===== config.mk =====
export PLATFORM = sky130hd
export DESIGN_NAME = kct_queue
export DESIGN_NICKNAME = d
export VERILOG_FILES = /design/src/sv/kct_pkg.sv /design/src/sv/kct_queue.sv
export SDC_FILE = /design/constraint.sdc
export NUM_CORES = 1
export LEC_CHECK = 0
export ABC_AREA = 0
export BUFFER_PORTS_ARGS = -buffer_cell sky130_fd_sc_hd__clkbuf_2
export CORE_MARGIN = 3
export CORE_UTILIZATION = 40
export DETAILED_ROUTE_END_ITERATION = 10
export PLACE_DENSITY = 0.65
export SETUP_SLACK_MARGIN = 0.1
export SYNTH_ARGS = -nofsm -noshare
export SYNTH_HDL_FRONTEND = slang
export SYNTH_SLANG_ARGS = --single-unit
export TNS_END_PERCENT = 10

===== constraint.sdc =====
create_clock -name clk -period 22 [get_ports clk]
set_input_delay 4.4 -clock clk [delete_from_list [all_inputs] [get_ports clk]]
set_output_delay 4.4 -clock clk [all_outputs]
set_load 0.01 [all_outputs]

===== src/sv/kct_pkg.sv =====
package kct_pkg;

	localparam int ID_W            = 32;
	localparam int COORD_W         = 24;
	localparam int RANGE_W         = COORD_W - 1;
	localparam int RSQ_W           = 2 * RANGE_W;
	localparam int CNT_OUT_W       = 6;
	localparam int MAX_ENTRIES_DEF = 32;
	localparam int QUEUE_DEPTH     = 2;
	localparam int QPTR_W          = $clog2(QUEUE_DEPTH);

	localparam logic [1:0] ACT_INSERT = 2'd0;
	localparam logic [1:0] ACT_REMOVE = 2'd1;
	localparam logic [1:0] ACT_CLEAR  = 2'd2;
	localparam logic [1:0] ACT_QUERY  = 2'd3;

	localparam logic [2:0] STAT_UPDATED = 3'd0;
	localparam logic [2:0] STAT_ADDED   = 3'd1;
	localparam logic [2:0] STAT_FULL    = 3'd2;
	localparam logic [2:0] STAT_REMOVED = 3'd3;
	localparam logic [2:0] STAT_ABSENT  = 3'd4;
	localparam logic [2:0] STAT_CLEARED = 3'd5;
	localparam logic [2:0] STAT_MATCH   = 3'd6;
	localparam logic [2:0] STAT_NOMATCH = 3'd7;

	typedef enum logic [1:0] {
		OP_INSERT = 2'd0,
		OP_REMOVE = 2'd1,
		OP_CLEAR  = 2'd2,
		OP_QUERY  = 2'd3
	} op_t;

	typedef struct packed {
		logic [1:0]                action;
		logic [ID_W-1:0]           entity_id;
		logic signed [COORD_W-1:0] pos_x;
		logic signed [COORD_W-1:0] pos_y;
		logic signed [COORD_W-1:0] pos_z;
		logic [RANGE_W-1:0]        query_range;
	} req_t;

	typedef struct packed {
		logic [2:0]                status;
		logic [ID_W-1:0]           found_id;
		logic signed [COORD_W-1:0] found_x;
		logic signed [COORD_W-1:0] found_y;
		logic signed [COORD_W-1:0] found_z;
		logic [CNT_OUT_W-1:0]      entry_count;
		logic                      last;
	} rsp_t;

	typedef struct packed {
		logic [ID_W-1:0]           id;
		logic signed [COORD_W-1:0] x;
		logic signed [COORD_W-1:0] y;
		logic signed [COORD_W-1:0] z;
	} entry_t;

	typedef struct packed {
		op_t                       op;
		logic [ID_W-1:0]           entity_id;
		logic signed [COORD_W-1:0] pos_x;
		logic signed [COORD_W-1:0] pos_y;
		logic signed [COORD_W-1:0] pos_z;
		logic [RSQ_W-1:0]          rsq;
	} cmd_t;

endpackage


===== src/sv/kct_queue.sv =====
module kct_queue import kct_pkg::*; (
	input  logic clk,
	input  logic arst_n,
	input  logic push_valid,
	output logic push_ready,
	input  cmd_t push_data,
	output logic pop_valid,
	input  logic pop_ready,
	output cmd_t pop_data
);

	cmd_t              slot_q [QUEUE_DEPTH];
	logic [QPTR_W-1:0] wr_ptr_q;
	logic [QPTR_W-1:0] rd_ptr_q;
	logic [QPTR_W:0]   fill_q;
	logic              push;
	logic              pop;

	assign push_ready = fill_q != (QPTR_W + 1)'(QUEUE_DEPTH);
	assign pop_valid  = fill_q != '0;
	assign pop_data   = slot_q[rd_ptr_q];
	assign push       = push_valid && push_ready;
	assign pop        = pop_valid && pop_ready;

	always_ff @(posedge clk or negedge arst_n) begin
		if (!arst_n) begin
			wr_ptr_q <= '0;
			rd_ptr_q <= '0;
			fill_q   <= '0;
		end else begin
			if (push) begin
				wr_ptr_q <= wr_ptr_q + 1'b1;
			end
			if (pop) begin
				rd_ptr_q <= rd_ptr_q + 1'b1;
			end
			if (push && !pop) begin
				fill_q <= fill_q + 1'b1;
			end else if (!push && pop) begin
				fill_q <= fill_q - 1'b1;
			end
		end
	end

	always_ff @(posedge clk) begin
		if (push) begin
			slot_q[wr_ptr_q] <= push_data;
		end
	end

endmodule


## After elaboration in Yosys (flattened, before gate mapping)

Memory sizes are Yosys's and may differ from the RTL's.
Index checks and enable logic that the tools add are counted.

| storage, ports and cells | value |
|---|---|
| register bits after elaboration | 4 |
| memory bits (writable) | 304 |
| input bits | 156 |
| output and inout bits | 154 |
| logic and storage cells | 21 |
| memories kept | 1 |

Memory list:

| name | depth | bits a word | rd ports | clocked after Yosys merged registers in | write ports | line | text |
|---|---|---|---|---|---|---|---|
| slot_q | 2 | 152 | 1 | 0 | 1 | kct_queue.sv:12 | `cmd_t slot_q [QUEUE_DEPTH];` |

| cells by class | value |
|---|---|
| add/sub/neg operators | 4 |
| equal/unequal tests | 1 |
| multiplexer cells | 4 |
| reduce and logical (&&, ||, !) cells | 8 |

Operator list:

| operator | count |
|---|---|
| $logic_and 1x1->1 | 4 |
| $mux 2 | 2 |
| $reduce_bool 2->1 | 2 |
| $add 1x1->1 const B | 2 |
| $add 2x1->2 const B | 1 |
| $logic_not 1->1 | 2 |
| $mux 1 | 2 |
| $ne 2x2->1 const B | 1 |
| $sub 2x1->2 const B | 1 |

## Longest topological paths before layout

| logic depth | value |
|---|---|
| depth after elaboration | 6 |
| gate-level depth with buffers | 7 |
| depth with buffers taken out | 7 |

## Worst setup path after synthesis

No wires, ideal clock.

| timing path | value |
|---|---|
| kind | input -> register |
| start point | in push_valid |
| end point | mem slot_q[0][0] in the netlist's numbering, enable pin |
| library setup time | 0.666 ns |
| data arrival time | 10.801 ns |
| required time | 21.334 ns |
| path slack | 10.534 ns |
| stages on the path | 2 |
| buffers on the path | 0 |
| cell sequence | nand2_1 > nor2_1 |

| on the way | value |
|---|---|
| word-level cells in the longest chain between the ends | 3 |

RTL lines:

| element | line | text |
|---|---|---|
| start: declaration | kct_queue.sv:4 | `input logic push_valid,` |
| $logic_and 1x1->1 | kct_queue.sv:22 | `assign push = push_valid && push_ready;` |
| $mux 1 | kct_queue.sv:46 | `if (push) begin` |
| $mux 1 (not written as such) | kct_queue.sv:47 | `slot_q[wr_ptr_q] <= push_data;` |
| end: declaration | kct_queue.sv:12 |  |

Every way passes these cells.

==> results.md <==
- GRT overflow: 0
- Critical Path RT: 17.60 ns
- Share of layout cells above drive strength 1: 0.606
- Final Hold Viols: 0
- First-pass GRT wire length: 32600 microns
- Hold-fix buffers, CTS: 0
- Main combinational cell family by area after synthesis: multiplexers
- Die ar.: 30700 sq um
- MaxCap Viol Count: 0
- CP endpoint kind: primary output
- Layout Utilization: 0.510
- Area grow syn2layout: 24.9%
- Largest net degree at the start of global routing: 69
- Mapped cell area: 11400 sq um
- Critical path type: flip-flop to primary output
- RSZ-0062 raised after global routing: no
- I/O Buffers: 309
- WL per Instance: 17.9 microns
- Simple-gate portion of the synthesized area: 0.00295
- Hold_sp: fill_q[1]
- Setup TNS: 0 ns
- Clock latency on the worst-skew pair: 0.55 ns
- Syn Area/Cell: 23.3 sq um
- Synth top area cells: edfxtp_1 80%, mux2_4 9.2%, mux2_2 8.1%
- Num ports: 310
- Post-synth EDFFs: 304
- Slew Viols, Final: 0
- Yosys cell types: 15
- Final min period: 7.19 ns
- Dpl ws: 15.34 ns
- Multiplexer area fraction after synthesis: 0.173
- Yosys warnings: 0
- Pwr Total: 0.00189 W
- Data arrival, critical path: 2.79 ns
- Mapped Cells: 491
- Most area-hungry cell type in the Yosys netlist: edfxtp_1
- Die width: 175 microns
- Vias per cell: 4.60
- Count leader, synth: edfxtp_1
- Post-Synth XOR/XNOR Area: 0.00383
- Synth Flop Type: edfxtp_1
- DR pass1 iterations: 4
- Clk buf depth: 3
- ANT nets after route: 0
- Adder-Cell Fraction of Synth Area: 0.00109
- Final wirelength: 21900 microns
- Total GRT Usage: 0.135
- Seq cells post-synth: 308
- Setup crit start: rd_ptr_q
- Rows: 61
- Fmax: 0.139 GHz
- DRC violations left: 0
- DPL Wire Length: 14700 microns
- Core area: 28000 sq um
- Diode count: 0
- Via Count: 5635
- Worst-path fanout max: 57
- Compound-Gate Fraction of Synth Area: 0
- Period utilization: 0.327
- Final setup fails: 0
- Total setup buffers inserted after CTS: 0
- Worst Max-Slew Pin Slew: 0.984 ns
- Starting DRT DRC Count: 197
- Root Buffer: clkbuf_16
- Top cells by count, synth: 304 x edfxtp_1, 82 x mux2_2, 70 x mux2_4
- Max VDD drop: 0.0878 mV
- Crit start category: flip-flop
- Leak pwr: 5.58 nW
- Num CTS Buffers: 31
- Share of synthesized registers carrying an async set or reset: 0.0130
- Post-cts resize count: 0
- Pwr Density: 132 nW/um^2
- Total Nets Final: 979
- Worst setup margin: 14.81 ns
- Vias in the first global route: 5932
- Worst reg2reg path startpoint: fill_q[0]
- CTS clk-pin slew, worst paths: 0.06 ns
- DIE HEIGHT: 175 microns
- Top cell type's share of synthesized area: 0.798
- Placer Congestion: 0.745
- H-Tree Level Count: 1
- Clock Skew: 0.00895 ns
- Antenna violations before repair: 0
- Initial Util: 0.408
- CTS tree: built
- Sequential fraction of the synthesis area: 0.807
- Outcome: finished clean
- HP Class: flip-flop to flip-flop
- Mapped Nets: 648
- Clock Sinks: 308
- Slew HR: 0.344
power by group:
group | internal [W] | switching, W | leakage (nW)
clock network | 0.000261 | 0.000202 | 0.447
logic | 0.000273 | 0.000301 | 2.26
registers | 0.000804 | 0.0000452 | 2.87
total | 0.00134 | 0.000549 | 5.58
worst max-delay path, stage by stage (launching register included):
cell      delay (ns)
dfrtp_4         0.78
buf_4           0.84
mux2_2          0.43
clkbuf_2        0.13
final timing paths:
kind,endpoint,slack [ns],cells after the start
worst max-delay path,pop_data[131],14.81,3
worst min-delay path,fill_q[1],0.50,1
worst max register to register,slot_q[0][90],19.50,4
worst min register to register,fill_q[1],0.50,1
max in group asynchronous,rd_ptr_q,18.21,1
min in group asynchronous,fill_q[0],3.65,1
area by class of cell:
class,count,area [sq um]
Timing Repair Buffer,315,1590
Multi-Input combinational cell,165,2080
Sequential cell,308,9230
Inverter,1,3.75
Fill cell,2330,13700
Clock inverter,18,90.1
Clock buffer,39,816
Tap cell,378,473
cell usage in the layout, fill, tap and decap left out:
| cell | instances |
|---|---|
| or2_2 | 1 |
| mux2_2 | 82 |
| dfrtp_4 | 1 |
| clkbuf_1 | 7 |
| nand2_1 | 2 |
| clkinv_2 | 7 |
| buf_4 | 6 |
| and3_4 | 1 |
| nor2_1 | 1 |
| inv_6 | 2 |
| nand2b_1 | 1 |
| nor2_4 | 1 |
| clkinvlp_4 | 1 |
| ha_1 | 1 |
| clkbuf_8 | 1 |
| clkinv_1 | 8 |
| inv_1 | 1 |
| clkbuf_2 | 309 |
| xnor2_1 | 3 |
| edfxtp_1 | 304 |
| clkbuf_16 | 31 |
| dfrtp_1 | 3 |
| xor2_1 | 2 |
| mux2_4 | 70 |
registers in the layout, indices dropped and copies added (netlist names):
signal and flops:
rd_ptr_q 1, fill_q 2, slot_q 304, wr_ptr_q 1
per-layer routing:
metal,track usage,share of wire,up-vias
met5,0,0,-
met4,0.0412,0.030,0
met3,0.0461,0.084,45
met2,0.222,0.47,226
met1,0.171,0.41,2745
li1,-,-,2619
kinds of logic (layout without fill, tap and decap cells):
group                      after synthesis  in the layout
xor gates and xnor gates                 5              5
buffers and inverters                   18            373
and+or+nand+nor                          7              7
adders and majority gates                1              1
DFF                                    308            308
muxes                                  152            152
stage by stage:
stage / instance area (sq um) / hold slack (ns) / cells
floorplan: 11400 / 0.456 / 491
global placement: 13400 / 0.484 / 1167
detailed placement: 13400 / 0.489 / 1167
CTS: 14300 / 0.502 / 1224
global route: 14300 / 0.539 / 1224
finish: 14300 / 0.502 / 1224
Note: power is estimated with default switching activity, not from simulation.
