===== config.mk =====
export PLATFORM = sky130hd
export DESIGN_NAME = kct_front
export DESIGN_NICKNAME = d
export VERILOG_FILES = /design/src/sv/kct_pkg.sv /design/src/sv/kct_front.sv
export SDC_FILE = /design/constraint.sdc
export NUM_CORES = 1
export LEC_CHECK = 0
export ABC_AREA = 1
export BUFFER_PORTS_ARGS = -buffer_cell sky130_fd_sc_hd__buf_2
export CORE_MARGIN = 5
export CORE_UTILIZATION = 55
export DETAILED_ROUTE_END_ITERATION = 16
export PLACE_DENSITY = 0.77
export SLEW_MARGIN = 25
export SYNTH_ARGS = -nofsm -noshare
export SYNTH_HDL_FRONTEND = slang
export SYNTH_SLANG_ARGS = --single-unit

===== constraint.sdc =====
create_clock -name clk -period 9.3 [get_ports clk]
set_input_delay 1.86 -clock clk [delete_from_list [all_inputs] [get_ports clk]]
set_output_delay 1.86 -clock clk [all_outputs]
set_load 0.03 [all_outputs]

===== src/sv/kct_pkg.sv =====
package kct_pkg;

	localparam int ID_W            = 32;
	localparam int COORD_W         = 24;
	localparam int RANGE_W         = COORD_W - 1;
	localparam int RSQ_W           = 2 * RANGE_W;
	localparam int CNT_OUT_W       = 6;
	localparam int MAX_ENTRIES_DEF = 32;
	localparam int QUEUE_DEPTH     = 2;
	localparam int QPTR_W          = $clog2(QUEUE_DEPTH);

	localparam logic [1:0] ACT_INSERT = 2'd0;
	localparam logic [1:0] ACT_REMOVE = 2'd1;
	localparam logic [1:0] ACT_CLEAR  = 2'd2;
	localparam logic [1:0] ACT_QUERY  = 2'd3;

	localparam logic [2:0] STAT_UPDATED = 3'd0;
	localparam logic [2:0] STAT_ADDED   = 3'd1;
	localparam logic [2:0] STAT_FULL    = 3'd2;
	localparam logic [2:0] STAT_REMOVED = 3'd3;
	localparam logic [2:0] STAT_ABSENT  = 3'd4;
	localparam logic [2:0] STAT_CLEARED = 3'd5;
	localparam logic [2:0] STAT_MATCH   = 3'd6;
	localparam logic [2:0] STAT_NOMATCH = 3'd7;

	typedef enum logic [1:0] {
		OP_INSERT = 2'd0,
		OP_REMOVE = 2'd1,
		OP_CLEAR  = 2'd2,
		OP_QUERY  = 2'd3
	} op_t;

	typedef struct packed {
		logic [1:0]                action;
		logic [ID_W-1:0]           entity_id;
		logic signed [COORD_W-1:0] pos_x;
		logic signed [COORD_W-1:0] pos_y;
		logic signed [COORD_W-1:0] pos_z;
		logic [RANGE_W-1:0]        query_range;
	} req_t;

	typedef struct packed {
		logic [2:0]                status;
		logic [ID_W-1:0]           found_id;
		logic signed [COORD_W-1:0] found_x;
		logic signed [COORD_W-1:0] found_y;
		logic signed [COORD_W-1:0] found_z;
		logic [CNT_OUT_W-1:0]      entry_count;
		logic                      last;
	} rsp_t;

	typedef struct packed {
		logic [ID_W-1:0]           id;
		logic signed [COORD_W-1:0] x;
		logic signed [COORD_W-1:0] y;
		logic signed [COORD_W-1:0] z;
	} entry_t;

	typedef struct packed {
		op_t                       op;
		logic [ID_W-1:0]           entity_id;
		logic signed [COORD_W-1:0] pos_x;
		logic signed [COORD_W-1:0] pos_y;
		logic signed [COORD_W-1:0] pos_z;
		logic [RSQ_W-1:0]          rsq;
	} cmd_t;

endpackage


===== src/sv/kct_front.sv =====
module kct_front import kct_pkg::*; (
	input  logic clk,
	input  logic arst_n,
	input  logic req_valid,
	output logic req_ready,
	input  req_t req,
	output logic cmd_valid,
	input  logic cmd_ready,
	output cmd_t cmd
);

	logic cmd_valid_q;
	cmd_t cmd_q;
	op_t  op_d;

	assign req_ready = !cmd_valid_q || cmd_ready;
	assign cmd_valid = cmd_valid_q;
	assign cmd       = cmd_q;

	always_comb begin
		unique case (req.action)
			ACT_INSERT: op_d = OP_INSERT;
			ACT_REMOVE: op_d = OP_REMOVE;
			ACT_CLEAR:  op_d = OP_CLEAR;
			ACT_QUERY:  op_d = OP_QUERY;
			default:    op_d = OP_CLEAR;
		endcase
	end

	always_ff @(posedge clk or negedge arst_n) begin
		if (!arst_n) begin
			cmd_valid_q <= 1'b0;
		end else if (req_ready) begin
			cmd_valid_q <= req_valid;
		end
	end

	always_ff @(posedge clk) begin
		if (req_valid && req_ready) begin
			cmd_q.op        <= op_d;
			cmd_q.entity_id <= req.entity_id;
			cmd_q.pos_x     <= req.pos_x;
			cmd_q.pos_y     <= req.pos_y;
			cmd_q.pos_z     <= req.pos_z;
			cmd_q.rsq       <= RSQ_W'(req.query_range) * RSQ_W'(req.query_range);
		end
	end

endmodule


After elaboration in Yosys (flattened, before gate mapping) --
Index checks and enable logic that the tools add are counted.
Cells by class: mux-type cells 1, reduce and logical (&&, ||, !) cells 4, equal/unequal tests 3, $mul 1
Operators by type and width (number):
- multiplier 23 x 23 -> 46 bit | 1
- one-hot mux 2 bit (4 select lines) | 1
- == test 2 bit (second input constant) | 2
- == test 2 x 1 -> 1 bit (second input constant) | 1
- logical NOT 2 bit | 1
- logical AND 1 bit | 1
- logical NOT 1 bit | 1
- logical OR 1 bit | 1
Word-level totals: bits of input ports 133, bits in registers 153, output and inout port bits 154, logic and storage cells 16

Longest topological paths before layout --
Gate-level depths: netlist of the first run.
depth after elaboration 3, mapped depth 29, depth with buffers taken out 28

Worst setup path after synthesis of the first run --
Ideal clock, no wire load.
path type input to register, start in req_valid, end reg cmd_q (netlist bit cmd[0]) (enable), arrival 9.163 ns, data required time 8.589 ns, library setup time 0.711 ns, stages on the path 2, path buffers 0, slack -0.575 ns, cells stage by stage inv_1 -> a21oi_1
Between the ends: longest elaborated chain between the ends 1
RTL lines:
- start, declared | line kct_front.sv:4 | input logic req_valid,
- logical AND 1 bit | line kct_front.sv:39 | if (req_valid && req_ready) begin
- end, declared | line kct_front.sv:13 | cmd_t cmd_q;
No other way between the ends. A chain may end at the register's enable or synchronous reset.

Final worst setup path of the first run --
start in req[6] in the netlist's numbering, end reg cmd_q (netlist bit cmd[34]), data pin
Between the ends: longest elaborated chain between the ends 1
RTL lines:
- start, declared | line kct_front.sv:6 | input req_t req,
- multiplier 23 x 23 -> 46 bit | line kct_front.sv:45 | cmd_q.rsq <= RSQ_W'(req.query_range) * RSQ_W'(req.query_range);
No other way between the ends.

==> run_results.csv, run 1 <==
group,metric,value,unit
logic_synthesis,ys_warn_count,0,
hold_path,min_path_type,"reg2reg",
critical_path,end_kind,"flip-flop",
placement,place_congestion,0.928,
critical_path,cpMaxStageDelayCell,"fa_1",
floorplan,start_util,55.5,%
critical_path,crit_start,"req[6]",
floorplan,row_count,71,
logic_synthesis,seq_area_frac_synth,21.8,%
clock_tree,hold_buffers,0,
clock_tree,clock-sinks,152,
critical_path,timing.rr.end,"cmd[85]",
timing,setup_violations,0,
hold_path,min_path_cells,2,
global_route,grt-ovfl-total,0,
detailed_routing,drt_pass1_iterations,5,
global_route,grt_pass1_wl,84700,µm
critical_path,path_class,"in2reg",
timing,clock_skew,0.00655,ns
clock_tree,root_buffer,"clkbuf_16",
timing,fin_tns_setup,0,ns
logic_synthesis,synth.distinct_cells,33,
critical_path,path_delay_family,"adder cells",
final_layout,area_delta_synth_final,11.8,%
final_layout,drive_above_1_share,14.4,%
timing,rsz0062_at_grt,"false",
clock_tree,cts_max_path_buffers,2,
timing,worst_pin_slew,0.780,ns
critical_path,r2r_start,"cmd_valid",
logic_synthesis,synth_flop_cell,"edfxtp_1",
critical_path,r2r_slack,6.57,ns
clock_tree,ctsResizeCount,0,
flow_run,maxCapViolations,0,
critical_path,crit_cells,25,
detailed_routing,final_antenna_net_count,0,
critical_path,crit_top_cell,"nand2_1",
critical_path,cp.required,9.48,ns
logic_synthesis,synth_edf_count,151,
placement,post-dp-hpwl,43800,µm
floorplan,die_w,205,µm
critical_path,critPathLaunchType,"primary input",
clock_tree,path_clk_slew,0.07,ns
logic_synthesis,avgSynthCellArea,9.11,µm²
logic_synthesis,synthCells,2292,
placement,portBuffers,285,
critical_path,worstRegToRegCells,3,
logic_synthesis,synth_nets,2982,
clock_tree,clock_latency,0.42,ns
floorplan,dieHeight,205,µm
floorplan,io-pin-count,287,
global_route,grt_start_max_net_pins,89,
critical_path,crit_end,"cmd[34]",
clock_tree,htree_levels,4,
clock_tree,cts-buffers-inserted,17,
timing,hold_viol,0,
final_layout,nets,3236,
detailed_routing,drtIter0Drc,1038,
critical_path,critPathMaxStageDelay,0.58,ns
detailed_routing,drt-total-wl,52200,µm
floorplan,die_area,41900,µm²
detailed_routing,vias,15300,
detailed_routing,avgRoutedWirePerCell,17.0,µm
clock_tree,cts_setup_buffers,0,
critical_path,worstPathMaxFanout,23,
timing,period_share,81.9,%
detailed_routing,viasPerCell,4.99,
global_route,antenna_found_initial,1,
timing,fmax,0.131,GHz
global_route,track_usage,25.8,%
timing,period_needed,7.62,ns
logic_synthesis,async_flop_share,0.658,%
floorplan,coreArea,37600,µm²
timing,slew_viol_final,0,
timing,timing.slew.headroom,48.0,%
critical_path,crit_buf_inv,7,
outcome,outcome,"complete, no violations",
clock_tree,cts_tree,"yes",
logic_synthesis,syn_area,20900,µm²
logic_synthesis,synth_seq_cells,152,
global_route,grt_pass1_vias,17100,
critical_path,crit_arrival,7.80,ns
detailed_routing,drc_errors,0,
state kept, by name (all words and copies together) (netlist names):
signal / count
cmd: 151
cmd_valid: 1
metrics by stage:
| step | instance area (µm²) | util (%) | worst slack (ns) | cells | hold slack [ns] |
|---|---|---|---|---|---|
| after floorplan | 20900 | - | 1.92 | 2292 | 0.909 |
| after global placement | 22800 | 60.6 | 1.38 | 3038 | 0.664 |
| after detailed placement | 22800 | 60.6 | 1.27 | 3038 | 0.671 |
| after CTS | 23300 | 62.1 | 1.66 | 3069 | 0.695 |
| after global routing | 23300 | 62.1 | 1.30 | 3069 | 0.714 |
| final | 23300 | 62.1 | 1.68 | 3070 | 0.719 |
logic make-up (layout without fill, tap and decap cells):
family | Yosys count | count (layout) | synth area share (%)
AOI/OAI and AO/OA | 53 | 53 | 1.41
xor gates and xnor gates | 39 | 39 | 1.64
adders and majority gates | 557 | 557 | 47.2
buffers and inverters | 793 | 1059 | 14.3
DFF | 152 | 152 | 21.8
other | 1 | 2 | 0.0180
and+or+nand+nor | 697 | 697 | 13.6
per-layer routing:
metal / track usage, % / vias up / share of wire (%)
met5: 0 / - / 0
met4: 9.93 / 0 / 4.1
met3: 4.27 / 148 / 7.4
met2: 46.5 / 595 / 52
met1: 31.0 / 7504 / 36
li1: - / 7065 / -
worst min path at each step:
stage	from	end	slack, ns
6_report	cmd_valid	cmd_valid	0.72
5_1_grt	cmd_valid	cmd_valid	0.71
4_1_cts	cmd_valid	cmd_valid	0.69
3_5_place_dp	cmd_valid	cmd_valid	0.67
3_3_place_gp	cmd_valid	cmd_valid	0.66
2_1_floorplan	cmd_valid	cmd_valid	0.91
layout make-up:
type	count	area, µm²
inverter	741	2780
fill	3188	14200
clock inverter	14	140
tap	511	639
sequential	152	4560
timing repair buffer	287	1450
multi-input combinational	1347	13300
clock buffer	17	425
antenna	1	2.50
Yosys cell counts, types with 2 or more instances:
| cell | instances | area, µm² |
|---|---|---|
| xor2_1 | 26 | 228 |
| nand2_2 | 20 | 125 |
| ha_1 | 172 | 2150 |
| a31oi_1 | 3 | 18.8 |
| o21ai_0 | 5 | 25.0 |
| edfxtp_1 | 151 | 4530 |
| o21bai_1 | 8 | 60.1 |
| nand3_1 | 26 | 130 |
| fa_1 | 385 | 7710 |
| nand3_2 | 8 | 80.1 |
| clkbuf_1 | 49 | 184 |
| nor2_1 | 63 | 236 |
| and2_1 | 3 | 18.8 |
| nand2_1 | 551 | 2070 |
| nor2_4 | 3 | 33.8 |
| nand4_1 | 3 | 18.8 |
| nor3_1 | 2 | 10.0 |
| buf_1 | 2 | 7.51 |
| inv_2 | 2 | 7.51 |
| inv_1 | 738 | 2770 |
| nor2_2 | 15 | 93.8 |
| a21oi_1 | 34 | 170 |
| xnor2_1 | 13 | 114 |
cells in the final DEF, fill, tap and decap left out, types with 17 or more instances in the layout:
cell type,netlist,layout
nand2_2,20,20
buf_2,0,285
edfxtp_1,151,151
nor2_1,63,63
nand3_1,26,26
a21oi_1,34,33
ha_1,172,172
clkbuf_16,0,17
inv_1,738,738
fa_1,385,385
nand2_1,551,551
xor2_1,26,26
worst min-delay path, cell delays in order (launching register included):
cell     delay [ns]
dfrtp_1        0.41
nand2_1        0.18
nand2_1        0.10
Power of run 1 is not shown: default switching activity piles up to over one toggle a cycle in this logic, so the estimate is an artifact.
==> run 2, diff against run 1 <==
Clock period 9.3 ns to 7.7 ns, I/O delays scaled along.
==> run_results.csv, run 2 (same netlist as run 1, synthesis figures left out) <==
group,metric,value,unit
clock_tree,cts_max_path_buffers,2,
global_route,antenna_found_initial,0,
critical_path,crit_start,"req[7]",
outcome,outcome,"complete, no violations",
final_layout,num_antenna_cells,0,
critical_path,crit_end,"cmd[29]",
detailed_routing,vias,15400,
global_route,grt_pass1_vias,17100,
final_layout,layout_common_cells,"inv_1 (738), nand2_1 (551), fa_1 (385), buf_2 (285), ha_1 (172)",
timing,worst_pin_slew,0.779,ns
critical_path,path_class,"in2reg",
clock_tree,htree_levels,4,
critical_path,critPathLaunchType,"primary input",
clock_tree,clock_latency,0.42,ns
floorplan,io-pin-count,287,
final_layout,area_delta_synth_final,12.7,%
detailed_routing,drt_pass1_iterations,5,
final_layout,mostFrequentLayoutCell,"inv_1",
final_layout,drive_above_1_share,15.2,%
detailed_routing,drc_errors,0,
hold_path,min_path_type,"reg2reg",
critical_path,r2r_start,"cmd_valid",
floorplan,dieHeight,205,µm
timing,slew_viol_final,0,
hold_path,min_path_cells,2,
floorplan,die_area,41900,µm²
timing,period_share,93.7,%
global_route,track_usage,25.9,%
clock_tree,cts_setup_buffers,0,
flow_run,maxCapViolations,0,
global_route,grt_pass1_wl,85200,µm
placement,post-dp-hpwl,44700,µm
timing,period_needed,7.21,ns
detailed_routing,final_antenna_net_count,0,
critical_path,end_kind,"flip-flop",
timing,setup_violations,0,
critical_path,crit_arrival,7.43,ns
clock_tree,cts_tree,"yes",
clock_tree,clock-sinks,152,
timing,timing.slew.headroom,48.1,%
floorplan,start_util,55.5,%
final_layout,final_util,62.6,%
detailed_routing,viasPerCell,4.99,
timing,clock_skew,0.00719,ns
final_layout,nets,3261,
clock_tree,cts-buffers-inserted,17,
detailed_routing,drtIter0Drc,1004,
clock_tree,root_buffer,"clkbuf_16",
critical_path,worstRegToRegCells,2,
critical_path,r2r_slack,5.87,ns
critical_path,cp.required,7.91,ns
final_layout,largest_register_ffs,151,
floorplan,die_w,205,µm
critical_path,worstPathMaxFanout,23,
placement,portBuffers,285,
floorplan,row_count,71,
timing,hold_viol,0,
timing,fin_tns_setup,0,ns
clock_tree,path_clk_slew,0.06,ns
clock_tree,ctsResizeCount,0,
critical_path,timing.rr.end,"cmd[46]",
floorplan,coreArea,37600,µm²
timing,fmax,0.139,GHz
global_route,grt-ovfl-total,0,
global_route,grt_start_max_net_pins,91,
detailed_routing,drt-total-wl,52600,µm
placement,place_congestion,0.941,
detailed_routing,avgRoutedWirePerCell,17.0,µm
timing,rsz0062_at_grt,"false",
clock_tree,hold_buffers,0,
[run 2: stage by stage]
step | hold WS [ns] | instances | cell area, µm² | worst slack (ns)
2_1_floorplan | 0.909 | 2292 | 20900 | 0.641
3_3_place_gp | 0.664 | 3063 | 23000 | 0.128
3_5_place_dp | 0.697 | 3063 | 23000 | 0.0869
4_1_cts | 0.709 | 3095 | 23500 | 0.524
5_1_grt | 0.757 | 3095 | 23500 | 0.181
6_report | 0.705 | 3095 | 23500 | 0.487
[run 2: layer usage]
layer,up-vias,track usage [%],wire (µm)
met5,-,0,0
met3,129,4.04,3460
met1,7635,31.2,19500
li1,7128,-,-
met4,0,8.33,1740
met2,540,47.5,27800
[run 2: layout make-up]
| type | instances | area, µm² |
|---|---|---|
| clock buffer | 17 | 425 |
| clock inverter | 15 | 145 |
| fill | 3076 | 14000 |
| inverter | 741 | 2780 |
| multi-input combinational | 1347 | 13300 |
| sequential | 152 | 4560 |
| tap | 511 | 639 |
| timing repair buffer | 312 | 1630 |
[run 2: worst min path at each step]
| stage | from | to | slack [ns] |
|---|---|---|---|
| 6_report | cmd_valid | cmd_valid | 0.71 |
| 2_1_floorplan | cmd_valid | cmd_valid | 0.91 |
| 3_3_place_gp | cmd_valid | cmd_valid | 0.66 |
| 3_5_place_dp | cmd_valid | cmd_valid | 0.70 |
| 4_1_cts | cmd_valid | cmd_valid | 0.71 |
| 5_1_grt | cmd_valid | cmd[23] | 0.76 |
[run 2: critical path, stage by stage]
cell	delay, ns
buf_2	0.43
nand2_1	0.19
fa_1	0.57
inv_1	0.06
fa_1	0.50
inv_1	0.05
fa_1	0.47
inv_1	0.06
fa_1	0.50
fa_1	0.50
fa_1	0.49
inv_1	0.05
fa_1	0.47
inv_1	0.04
ha_1	0.34
nand2_1	0.13
nor2_1	0.26
nand2_1	0.13
nor2_1	0.17
nand2_1	0.07
nand3_1	0.09
xor2_1	0.29
Power of run 2 is left out for the same reason.
